--- src/rtl/svc_pkg.sv ---
// Shared constants, result type and a helper function for the signed varint codec.
package svc_pkg;

   // Value width and the longest run of groups.
   localparam int VALUE_BITS = 64;
   localparam int MAX_GROUPS = 10;
   localparam int GROUP_BITS = 7;
   localparam int DATA_BITS  = 64;
   localparam int IDX_BITS   = $clog2(MAX_GROUPS + 1);

   // Operation codes carried in req_tuser.
   localparam logic FUNC_ENCODE = 1'b0;
   localparam logic FUNC_DECODE = 1'b1;

   // One result beat.
   typedef struct packed {
      logic [7:0]           byte_out;
      logic [DATA_BITS-1:0] value_out;
      logic                 is_value;
      logic                 last;
      logic                 overflow;
   } rsp_type;

   // Keep the low VALUE_BITS bits and sign-extend from the top one.
   function automatic logic [DATA_BITS-1:0] sext_value(input logic [DATA_BITS-1:0] x);
      logic [DATA_BITS-1:0] m;
      logic [DATA_BITS-1:0] r;
      m = {DATA_BITS{1'b1}} >> (DATA_BITS - VALUE_BITS);
      r = x & m;
      if (r[VALUE_BITS-1]) begin
         r = r | ~m;
      end
      return r;
   endfunction

endpackage

--- src/rtl/signed_varint_codec.sv ---
// Top level of the signed varint codec: request intake, encoder, decoder, result register.
//
//  channel | direction | tdata (low bit up)                 | tuser (low bit up)   | tlast
//  req_    | in        | value_in[63:0], byte_in[71:64]     | func                 | -
//  rsp_    | out       | byte_out[7:0], value_out[71:8]     | is_value, overflow   | last
//
// Decode takes one byte per cycle when the result slot is free and the encoder
// idle; a final byte's value is in the result register the cycle after it is
// accepted. Encode emits one byte per cycle when the result slot is free, from a
// 64-bit register shifted 7 bits at a time; req_tready is low while a value still
// has bytes to emit. Reset (synchronous) clears decode state, the encoder's busy
// flag and the result valid flag. A stalled result beat holds, and stops both sides.
module signed_varint_codec (
   input  logic        clock,
   input  logic        reset,
   input  logic        req_tvalid,
   output logic        req_tready,
   input  logic [71:0] req_tdata,  // value_in[63:0], byte_in[71:64]
   input  logic [0:0]  req_tuser,  // func
   output logic        rsp_tvalid,
   input  logic        rsp_tready,
   output logic [71:0] rsp_tdata,  // byte_out[7:0], value_out[71:8]
   output logic [1:0]  rsp_tuser,  // is_value, overflow
   output logic        rsp_tlast
);

   logic             rsp_valid_ff, rsp_valid_in;
   svc_pkg::rsp_type rsp_ff, rsp_in;

   logic             slot_free;
   logic             accept;
   logic             enc_busy;
   logic             enc_emit;
   logic             dec_emit;
   svc_pkg::rsp_type enc_rsp;
   svc_pkg::rsp_type dec_rsp;

   assign slot_free  = !rsp_valid_ff || rsp_tready;
   assign req_tready = !enc_busy && slot_free;
   assign accept     = req_tvalid && req_tready;

   svc_encoder u_enc (
      .clock    (clock),
      .reset    (reset),
      .start    (accept && (req_tuser[0] == svc_pkg::FUNC_ENCODE)),
      .value_in (req_tdata[63:0]),
      .advance  (slot_free),
      .busy     (enc_busy),
      .emit     (enc_emit),
      .rsp      (enc_rsp)
   );

   svc_decoder u_dec (
      .clock   (clock),
      .reset   (reset),
      .take    (accept && (req_tuser[0] == svc_pkg::FUNC_DECODE)),
      .byte_in (req_tdata[71:64]),
      .emit    (dec_emit),
      .rsp     (dec_rsp)
   );

   // Result register: loads a beat from whichever unit emits.
   always_comb begin
      rsp_in       = rsp_ff;
      rsp_valid_in = rsp_valid_ff && !rsp_tready;
      if (enc_emit) begin
         rsp_in       = enc_rsp;
         rsp_valid_in = 1'b1;
      end else if (dec_emit) begin
         rsp_in       = dec_rsp;
         rsp_valid_in = 1'b1;
      end
   end

   always_ff @(posedge clock) begin
      if (reset) begin
         rsp_valid_ff <= 1'b0;
      end else begin
         rsp_valid_ff <= rsp_valid_in;
      end
      rsp_ff <= rsp_in;
   end

   assign rsp_tvalid = rsp_valid_ff;
   assign rsp_tdata  = {rsp_ff.value_out, rsp_ff.byte_out};
   assign rsp_tuser  = {rsp_ff.overflow, rsp_ff.is_value};
   assign rsp_tlast  = rsp_ff.last;

endmodule

--- src/rtl/svc_encoder.sv ---
// Encoder: 64-bit shift register that drops one 7-bit group per emitted byte.
module svc_encoder (
   input  logic                          clock,
   input  logic                          reset,
   input  logic                          start,
   input  logic [svc_pkg::DATA_BITS-1:0] value_in,
   input  logic                          advance,
   output logic                          busy,
   output logic                          emit,
   output svc_pkg::rsp_type              rsp
);

   logic [svc_pkg::DATA_BITS-1:0] x_ff, x_in;
   logic [svc_pkg::IDX_BITS-1:0]  k_ff, k_in;
   logic                          busy_ff, busy_in;

   logic [svc_pkg::DATA_BITS-1:0] src;
   logic [svc_pkg::IDX_BITS-1:0]  k_cur;
   logic                          in_range;
   logic                          final_byte;

   // Current remainder: fresh value on start, else the shifted one.
   assign src      = busy_ff ? x_ff : svc_pkg::sext_value(value_in);
   assign k_cur    = busy_ff ? k_ff : '0;
   assign in_range = (&src[svc_pkg::DATA_BITS-1:6]) | ~(|src[svc_pkg::DATA_BITS-1:6]);
   assign final_byte = in_range ||
                       (k_cur == svc_pkg::IDX_BITS'(svc_pkg::MAX_GROUPS - 1));
   assign emit     = start || (busy_ff && advance);
   assign busy     = busy_ff;

   // Byte beat.
   always_comb begin
      rsp           = '0;
      rsp.byte_out  = {~final_byte, src[6:0]};
      rsp.last      = final_byte;
   end

   // Shift by one group per emitted byte.
   always_comb begin
      x_in    = x_ff;
      k_in    = k_ff;
      busy_in = busy_ff;
      if (emit) begin
         if (final_byte) begin
            busy_in = 1'b0;
         end else begin
            busy_in = 1'b1;
            x_in    = {{svc_pkg::GROUP_BITS{src[svc_pkg::DATA_BITS-1]}},
                       src[svc_pkg::DATA_BITS-1:svc_pkg::GROUP_BITS]};
            k_in    = k_cur + svc_pkg::IDX_BITS'(1);
         end
      end
   end

   always_ff @(posedge clock) begin
      if (reset) begin
         busy_ff <= 1'b0;
         k_ff    <= '0;
      end else begin
         busy_ff <= busy_in;
         k_ff    <= k_in;
      end
      x_ff <= x_in;
   end

endmodule

--- src/rtl/svc_decoder.sv ---
// Decoder: accumulates one 7-bit group per byte, up to MAX_GROUPS groups, and emits on the final byte.
module svc_decoder (
   input  logic             clock,
   input  logic             reset,
   input  logic             take,
   input  logic [7:0]       byte_in,
   output logic             emit,
   output svc_pkg::rsp_type rsp
);

   logic [svc_pkg::DATA_BITS-1:0] acc_ff, acc_in;
   logic [svc_pkg::IDX_BITS-1:0]  idx_ff, idx_in;
   logic                          ovf_ff, ovf_in;

   logic                          beyond;
   logic                          final_byte;
   logic [svc_pkg::DATA_BITS-1:0] group;
   logic [svc_pkg::DATA_BITS-1:0] placed;
   logic [svc_pkg::DATA_BITS-1:0] sum;

   assign beyond     = (idx_ff == svc_pkg::IDX_BITS'(svc_pkg::MAX_GROUPS));
   assign final_byte = ~byte_in[7];
   assign emit       = take && final_byte;

   // Group, sign-extended only on the final byte.
   assign group = {{(svc_pkg::DATA_BITS - 7){final_byte & byte_in[6]}}, byte_in[6:0]};

   // Place the group at its slot; lower bits of acc are the only ones set.
   always_comb begin
      placed = '0;
      for (int g = 0; g < svc_pkg::MAX_GROUPS; g++) begin
         if (idx_ff == svc_pkg::IDX_BITS'(g)) begin
            placed = group << (svc_pkg::GROUP_BITS * g);
         end
      end
   end

   assign sum = beyond ? acc_ff : (acc_ff | placed);

   // Value beat.
   always_comb begin
      rsp           = '0;
      rsp.value_out = svc_pkg::sext_value(sum);
      rsp.is_value  = 1'b1;
      rsp.overflow  = ovf_ff | beyond;
   end

   // Decode state update.
   always_comb begin
      acc_in = acc_ff;
      idx_in = idx_ff;
      ovf_in = ovf_ff;
      if (take) begin
         if (final_byte) begin
            acc_in = '0;
            idx_in = '0;
            ovf_in = 1'b0;
         end else if (beyond) begin
            ovf_in = 1'b1;
         end else begin
            acc_in = sum;
            idx_in = idx_ff + svc_pkg::IDX_BITS'(1);
         end
      end
   end

   always_ff @(posedge clock) begin
      if (reset) begin
         acc_ff <= '0;
         idx_ff <= '0;
         ovf_ff <= 1'b0;
      end else begin
         acc_ff <= acc_in;
         idx_ff <= idx_in;
         ovf_ff <= ovf_in;
      end
   end

endmodule
--- config.mk ---
export PLATFORM = sky130hd
export DESIGN_NAME = signed_varint_codec
export DESIGN_NICKNAME = d
export VERILOG_FILES = /design/src/rtl/svc_pkg.sv /design/src/rtl/signed_varint_codec.sv /design/src/rtl/svc_encoder.sv /design/src/rtl/svc_decoder.sv
export SDC_FILE = /design/constraint.sdc
export NUM_CORES = 1
export LEC_CHECK = 0
export BUFFER_PORTS_ARGS = -buffer_cell sky130_fd_sc_hd__buf_2
export CAP_MARGIN = 20
export CORE_MARGIN = 5
export CORE_UTILIZATION = 30
export DETAILED_ROUTE_END_ITERATION = 7
export PLACE_DENSITY_LB_ADDON = 0.25
export SLEW_MARGIN = 20
export SYNTH_ARGS = -nofsm -noshare
export SYNTH_HDL_FRONTEND = slang
export SYNTH_HIERARCHICAL = 1
export SYNTH_SLANG_ARGS = --single-unit
--- constraint.sdc ---
create_clock -name clock -period 7.37 [get_ports clock]
set_clock_uncertainty 0.05 [all_clocks]
set_input_delay 0.737 -clock clock [delete_from_list [all_inputs] [get_ports clock]]
set_output_delay 0.737 -clock clock [all_outputs]
set_load 0.02 [all_outputs]
# Word level (Yosys, flattened, before mapping)
# Index checks and enable logic that the tools add are counted.
[totals] ff_bits=207 inputBits=77 output_inout_bits=77 word_cells=79
[classes] add_sub_neg=2 eq_ne=13 mux=24 bitwise_logic=8 n_reduce_logical=20
[ops] operator="64-bit two-way mux" n=14
[ops] operator="75-bit two-way mux" n=2
[ops] operator="64-bit OR" n=1
[ops] operator="58-bit AND reduction" n=1
[ops] operator="58-bit OR reduction" n=1
[ops] operator="4-bit by 3-bit == test with 1-bit output, second input constant" n=4
[ops] operator="4-bit == test, second input constant" n=4
[ops] operator="4-bit two-way mux" n=3
[ops] operator="4-bit by 1-bit adder with 4-bit output, second input constant" n=2
[ops] operator="4-bit by 2-bit == test with 1-bit output, second input constant" n=2
[ops] operator="1-bit logical AND" n=7
[ops] operator="2-bit AND reduction" n=3
[ops] operator="1-bit two-way mux" n=5
[ops] operator="4-bit by 1-bit == test with 1-bit output, second input constant" n=1
[ops] operator="4-bit logical NOT" n=1
[ops] operator="1-bit NOT" n=4
[ops] operator="1-bit logical NOT" n=3
[ops] operator="1-bit logical OR" n=3
[ops] operator="2-bit by 1-bit inequality test with 1-bit output, second input constant" n=1
[ops] operator="2-bit inequality test, second input constant" n=1
[ops] operator="1-bit OR" n=2
[ops] operator="2-bit nonzero test" n=1
[ops] operator="1-bit AND" n=1

# Logic depth before layout (Yosys ltp)
# Gate-level depths: netlist of the first run.
[logic_depth] word_depth=16 mapped_depth=11 ltp_nobuf=7

# Cells and area by module
# The synthesis of the first run kept the hierarchy.
[by_module_without_submodules] mod="svc_encoder" instances=1 cells_per_inst=347 area_per_inst_um2=3940.0 seq_area_each_um2=1811.7
[by_module_without_submodules] mod="svc_decoder" instances=1 cells_per_inst=419 area_per_inst_um2=3583.4 seq_area_each_um2=1381.3
[by_module_without_submodules] mod="signed_varint_codec" instances=1 cells_per_inst=167 area_per_inst_um2=3375.7 seq_area_each_um2=2272.2

# Least setup slack after synthesis of the first run
# No wires, ideal clock.
[synth_path] path_kind="reg-to-reg" start="register u_enc.busy_ff, in the netlist u_enc/busy" end="register u_enc/x_ff[0] in the netlist's numbering (enable)" setup_ns=0.411 t_arrival_ns=3.307 required_ns=6.909 path_slack_ns=3.602 stages_incl_launch_ff=12 n_path_buf=5 period_less_slack_ns=3.768 path_cell_list="dfxtp_1 > buf_6 > buf_6 > buf_6 > clkbuf_1 > clkbuf_1 > nand2_1 > ha_1 > nand4b_1 > o211ai_2 > or2b_4 > inv_1"
[synth_between] elab_chain_len=7 word_cells_on_any_way=16 classes_between="eq/ne (1); mux (2); bitwise (3); reduce/logical (10)"
[synth_lines] item="start: declaration" line_no="svc_encoder.sv:15" source="logic busy_ff, busy_in;"
[synth_lines] item="start signal: assignment" line_no="svc_encoder.sv:60" source="busy_ff <= busy_in;"
[synth_lines] item="64-bit two-way mux" line_no="svc_encoder.sv:23" source="assign src = busy_ff ? x_ff : svc_pkg::sext_value(value_in);"
[synth_lines] item="58-bit OR reduction" line_no="svc_encoder.sv:25" source="assign in_range = (&src[svc_pkg::DATA_BITS-1:6]) | ~(|src[svc_pkg::DATA_BITS-1:6]);"
[synth_lines] item="1-bit NOT" line_no="svc_encoder.sv:25"
[synth_lines] item="1-bit OR" line_no="svc_encoder.sv:25"
[synth_lines] item="1-bit logical OR *" line_no="svc_encoder.sv:26" source="assign final_byte = in_range ||"
[synth_lines] item="via u_enc.final_byte" line_no="svc_encoder.sv:20" source="logic final_byte;"
[synth_lines] item="1-bit NOT (no line) *"
[synth_lines] item="2-bit AND reduction (no line) *"
[synth_lines] item="end signal: assignment" line_no="svc_encoder.sv:63" source="x_ff <= x_in;"
[synth_lines] item="end: declaration" line_no="svc_encoder.sv:13" source="logic [svc_pkg::DATA_BITS-1:0] x_ff, x_in;"
# Mark *: on every way through the listed nets, which the timed path passes. The rest lies on a longest branch.
# A chain may end at the register's enable or synchronous reset.

==> results of run 1 <==
## worst reg2reg max path, delay by kind of cell, from the launching register on
family          cells  cell delay (ps)
buf+inv             4             2050
compound gates      4              670
flops               1              530
simple gates        1              340
## logic make-up after synthesis
logic type                 count (synthesis)
muxes                                    126
and+or+nand+nor                          225
AOI/OAI and AO/OA                        209
xor gates and xnor gates                   2
adders and majority gates                  6
buffers and inverters                    155
other                                      3
DFF                                      207
## worst max-delay path by stage
stage               slack, ps        from        endpoint  cells after the start
floorplan                3600  u_enc/busy   u_enc/x_ff[0]                     11
global placement         3120   req_tuser  u_enc/x_ff[19]                      8
detailed placement       3100   req_tuser  u_enc/x_ff[49]                      8
CTS                      3380  u_enc/busy  u_enc/x_ff[19]                      9
global route             3160  u_enc/busy  u_enc/x_ff[19]                      9
finish                   3370  u_enc/busy  u_enc/x_ff[19]                      9
## power by group
group / internal, uW / leakage, uW / switching (uW)
logic: 270 / 0.00276 / 393
registers: 1430 / 0.00189 / 81.3
clock network: 678 / 0.000369 / 465
total: 2380 / 0.00501 / 939
## stage by stage
step | power, uW | instance area (um2) | util
after global placement | 2210 | 11700 | 0.326
after detailed placement | 2210 | 11700 | 0.326
after global routing | 3480 | 12400 | 0.348
after floorplan | 2030 | 11200 | -
after CTS | 3370 | 12400 | 0.348
final | 3320 | 12400 | 0.348
## Yosys cell counts, types with 13 or more instances
library cell / number
mux2_2: 84
buf_4: 86
o21a_1: 14
nand4_1: 21
nand2b_1: 26
a21oi_1: 39
nand2_1: 37
nand3_1: 16
o21ai_1: 14
clkbuf_1: 37
nor2_1: 36
mux2_4: 41
edfxtp_1: 132
nor2b_1: 13
o21bai_1: 29
a22o_1: 41
nor4_1: 21
dfxtp_1: 75
a21o_1: 40
inv_1: 17
## layer usage
metal / vias up / part of all wire
li1: 3576 / -
met1: 3612 / 0.45
met2: 242 / 0.46
met5: - / 0
met4: 0 / 0.023
met3: 48 / 0.065
## layout make-up
type,instances,area share
repair buffers,158,0.0647
clock inverters,9,0.00584
well taps,461,0.0464
inverters,17,0.00544
clock buffers,35,0.0550
multi-input cells,644,0.382
flip-flops and latches,207,0.440
## registers in the layout, summed over array words and instances, names as in the netlist
register	flops
u_enc/k_ff	4
u_enc/busy	1
u_dec/ovf_ff	1
rsp_tdata	72
u_dec/acc_ff	64
rsp_tlast	1
u_enc/x_ff	57
rsp_tvalid	1
rsp_tuser	2
u_dec/idx_ff	4
==> summary.md, run 1 <==
| Metric | Value |
|---|---|
| Outcome | `complete, no violations` |
| Vias | `7,478` |
| Synth async-reset ratio | `0` |
| Hold_ws | `393 ps` |
| Clock buffer depth | `3` |
| Post-synthesis adder-cell area fraction | `0.00689` |
| Post-Route WL | `about 28,000 um` |
| I/O pin cnt | `~150` |
| Slew @ Worst Pin | `about 1100 ps` |
| Antenna cells | `0` |
| R2R setup slack | `3370 ps` |
| Setup total negative slack | `0 ps` |
| Hold Path Depth | `2` |
| Worst relative slew slack | `0.258` |
| Yosys warns | `6` |
| R2R Path End | `u_enc/x_ff[19]` |
| Area share of the largest cell type after synthesis | `0.364` |
| Hold_sp | `u_dec/acc_ff[45]` |
| Post-Synth Simple-Gate Area | `0.119` |
| Place WS | `3100 ps` |
| Reg2Reg Launch Point | `u_enc/busy` |
| CTS buffer count | `25` |
| Peak-usage layer in the global routing report | `met2` |
| First-pass GRT wire length | `between 40,000 and 50,000 um` |
| Maximum fanout along the worst path | `75` |
| WP data arrival | `about 4000 ps` |
| CP endpoint kind | `flop` |
| Die Y | `about 200 um` |
| # hold bufs at CTS | `0` |
| Sequential cell area fraction in the yosys report | `0.501` |
| Area growth, synth to finish | `14.0%` |
| WHS Endpoint | `u_dec/acc_ff[45]` |
| Max-Cap Viols | `0` |
| Max incr delay on CP | `a little over 700 ps` |
| CTS clk-pin slew, worst paths | `60 ps` |
| Core area | `35,700 um2` |
| Initial DRC Count | `669` |
| Post-DP HPWL | `20,000 um` |
| Yosys cell types | `68` |
| Most frequent CP cell | `buf_4` |
| Placed Cells | `roughly 1,500` |
| Final hold violation count | `0` |
| Most frequent cells in the layout | `buf_2, edfxtp_1, mux2_2` |
| Synth Instances | `between 900 and 1,000` |
| Register bit total from synthesis | `around 210` |
| Min Clock Period, post-route | `between 4000 and 5000 ps` |
| DRT Pass-1 Iters | `6` |
| Crit path buf inv count | `4` |
| Cell family with most CP delay | `buffers and inverters` |
| Lkg Pwr | `about 0.0050 uW` |
| CTS sink count | `~210` |
| Final setup vio count | `0` |
| Xor and xnor area share after synthesis | `0.00161` |
| FILL cells | `3,671` |
| GR Overflow Total | `0` |
| Initial antenna violation count | `0` |
| Site row count | `69` |
| Hold Path Class | `flop to flop` |
| Path depth of the worst reg2reg path | `9` |
| Die ar. | `40,200 um2` |
| Yosys top cell by area | `edfxtp_1` |
| Pin count of the biggest net entering global routing | `76` |
| Tcrit/Tclk final | `0.543` |
| DIE WIDTH | `between 200 and 250 um` |
| Met2 Track Usage GR | `0.216` |
| Commonest non-fill, non-tap cell in the layout | `buf_2` |
| Post-CTS Setup Repair Bufs | `0` |
| Routed Antenna Nets | `0` |
| Number of flops mapped to enable cells by yosys | `132` |
| Vias/cell | `slightly below 5` |
| Sequential cell area | `roughly 5500 um2` |
| Worst VDD drop | `around 0.13 mV` |
| Top cells by area, synth | `edfxtp_1, dfxtp_1, mux2_2` |
| Global-route usage over all layers | `0.134` |
| Mapped Avg Cell Area | `roughly 12 um2` |
| Footprint of the multi-input gates | `between 4000 and 5000 um2` |
| Nets | `about 1,100` |
| Post-CTS resize count | `0` |
| Finished Layout Cells | `roughly 1,500` |
| GPL Wtd Cong | `just over 0.9` |
| Crit Path Category | `flop to flop` |
| Compound-cell area share of the yosys netlist | `0.137` |
| Root Buffer | `clkbuf_16` |
| Met3 GRT Util | `0.0300` |
| Share of layout cells above drive strength 1 | `0.314` |
| CP required | `between 7000 and 8000 ps` |
| Buffers on Ports | `roughly 150` |
| Vias in the first global route | `around 7,400` |
| Crit-path cells | `buf_4 -> inv_1 -> a2bb2oi_1 -> a21oi_2 -> o2111ai_1 -> o211ai_2 -> or2b_4 -> inv_2 -> buf_4` |
| Htree depth | `1` |
| Clk_lat worst skew | `a little over 500 ps` |
| PwrDens | `~270 nW/um2` |
| Post-synthesis mux area share | `0.144` |
| WL/cell | `18.4 um` |
| Initial core utilization | `0.305` |
| Largest family of logic cells by synthesized area | `multiplexers` |
| Fin worst setup slack | `~3400 ps` |
| Post-synth top flop | `edfxtp_1` |
| Slew Limit Fails | `0` |
| Max Freq | `0.250 GHz` |
| CP Launch Type | `flop` |
| CP max stage cell | `buf_4` |
| GR Util met1 | `0.182` |
| Residual DRC count | `0` |
| RSZ-0062 raised after global routing | `false` |
| Cell area after synthesis | `10,900 um2` |
| CTS tree | `built` |
Power figures use the tool's default switching activity.
==> inputs of run 2 (changes only) <==
clock period = 4 ns   (was 7.37 ns; I/O delays follow)
==> run 2 against run 1 <==
Effect of this change:
- cell count grew 0.26%
- largest cell class unchanged
- first-iteration DRC count shrank 21%
- critical endpoint is now u_enc/x_ff[55]
- clock power grew 88%
- utilization grew 0.13 points
- non-clock buffer count grew 4
- critical path type unchanged
==> summary.md, run 2 (synthesis results as in run 1) <==
| Metric | Value |
|---|---|
| Footprint of the multi-input gates | `between 4000 and 5000 um2` |
| Hold Path Depth | `2` |
| Slew Limit Fails | `0` |
| Hold Path Class | `primary input to flop` |
| Sequential cell area | `between 5000 and 6000 um2` |
| Die Y | `between 200 and 250 um` |
| Min Clock Period, post-route | `approximately 3300 ps` |
| Setup total negative slack | `0 ps` |
| Maximum fanout along the worst path | `81` |
| Vias | `between 7,000 and 8,000` |
| CTS tree | `built` |
| WP data arrival | `about 3500 ps` |
| Site row count | `69` |
| Initial core utilization | `0.305` |
| Final hold violation count | `0` |
| I/O pin cnt | `~150` |
| Htree depth | `1` |
| Hold_ws | `around 180 ps` |
| Clock buffer depth | `3` |
| Tcrit/Tclk final | `0.825` |
| Vias in the first global route | `approximately 7,500` |
| Largest register FFs | `around 70` |
| # hold bufs at CTS | `0` |
| Pin count of the biggest net entering global routing | `82` |
| RSZ-0062 raised after global routing | `false` |
| Worst VDD drop | `0.250 mV` |
| GR Overflow Total | `0` |
| FILL cells | `about 3,700` |
| Buffers on Ports | `153` |
| Die ar. | `40,200 um2` |
| Post-CTS Setup Repair Bufs | `0` |
| Max-Cap Viols | `0` |
| Lkg Pwr | `approximately 0.005 uW` |
| GPL Wtd Cong | `about 0.9` |
| WL/cell | `18.5 um` |
| DRT Pass-1 Iters | `5` |
| Vias/cell | `approximately 4.9` |
| Global-route usage over all layers | `0.135` |
| Max Freq | `0.303 GHz` |
| Share of layout cells above drive strength 1 | `0.319` |
| Residual DRC count | `0` |
| Path depth of the worst reg2reg path | `8` |
| Post-Route WL | `28,400 um` |
| Final setup vio count | `0` |
| Antenna cells | `0` |
| Core area | `roughly 36,000 um2` |
| Root Buffer | `clkbuf_16` |
| CTS buffer count | `25` |
| Nets | `~1,100` |
| Worst relative slew slack | `0.302` |
| CTS clk-pin slew, worst paths | `around 60 ps` |
| Most frequent cells in the layout | `buf_2, edfxtp_1, mux2_2` |
| Outcome | `complete, no violations` |
| First-pass GRT wire length | `between 40,000 and 50,000 um` |
| CP required | `between 4000 and 5000 ps` |
| Initial DRC Count | `around 530` |
| Clk_lat worst skew | `about 510 ps` |
| CP endpoint kind | `flop` |
| Routed Antenna Nets | `0` |
| Area growth, synth to finish | `14.4%` |
| DIE WIDTH | `201 um` |
| CTS sink count | `a little over 200` |
| Commonest non-fill, non-tap cell in the layout | `buf_2` |
| Initial antenna violation count | `1` |
| Post-CTS resize count | `0` |
| Slew @ Worst Pin | `between 1000 and 1500 ps` |
| Post-DP HPWL | `a little over 20,000 um` |
| PwrDens | `between 400 and 500 nW/um2` |
| CP Launch Type | `flop` |
| Crit Path Category | `flop to flop` |
-- run 2: power breakdown --
part	internal [uW]	switching (uW)
clock network	1270	870
registers	2640	180
logic	510	698
total	4420	1750
-- run 2: path summary, 6_finish.rpt --
| path | start | to | slack, ps |
|---|---|---|---|
| worst max-delay path | u_enc/busy | u_enc/x_ff[55] | 700 |
| worst min-delay path | req_tdata[30] | u_enc/x_ff[23] | 180 |
| worst max register to register | u_enc/busy | u_enc/x_ff[55] | 700 |
| worst min register to register | u_dec/acc_ff[30] | u_dec/acc_ff[30] | 390 |
-- run 2: cell type report --
type,count,area share
Timing Repair Buffer,162,0.0678
Inverter,17,0.00542
Clock inverter,13,0.00903
Multi-Input combinational cell,644,0.381
Sequential cell,207,0.439
Tap cell,461,0.0463
Clock buffer,31,0.0520
-- run 2: critical path: stages (launching register included) --
cell	delay, ps
dfxtp_4	920
inv_1	350
a2bb2oi_1	290
a21oi_2	40
o2111ai_1	110
o211ai_2	230
or2b_4	330
inv_2	330
buf_4	310
-- run 2: through the flow --
step	total power, uW	setup WS (ps)	area (um2)	std cells	util
3_3_place_gp	4080	766	11700	1491	0.328
4_1_cts	6270	658	12500	1535	0.349
6_report	6170	698	12500	1535	0.349
3_5_place_dp	4080	681	11700	1491	0.328
5_1_grt	6460	419	12500	1535	0.349
2_1_floorplan	3730	232	11200	1006	-
-- run 2: per-layer routing --
layer	wire length [um]	global-route usage	up-vias
met2	13300	0.217	280
met3	1920	0.0283	40
met5	20	0	-
li1	-	-	3583
met4	500	0.0320	2
met1	12700	0.186	3624
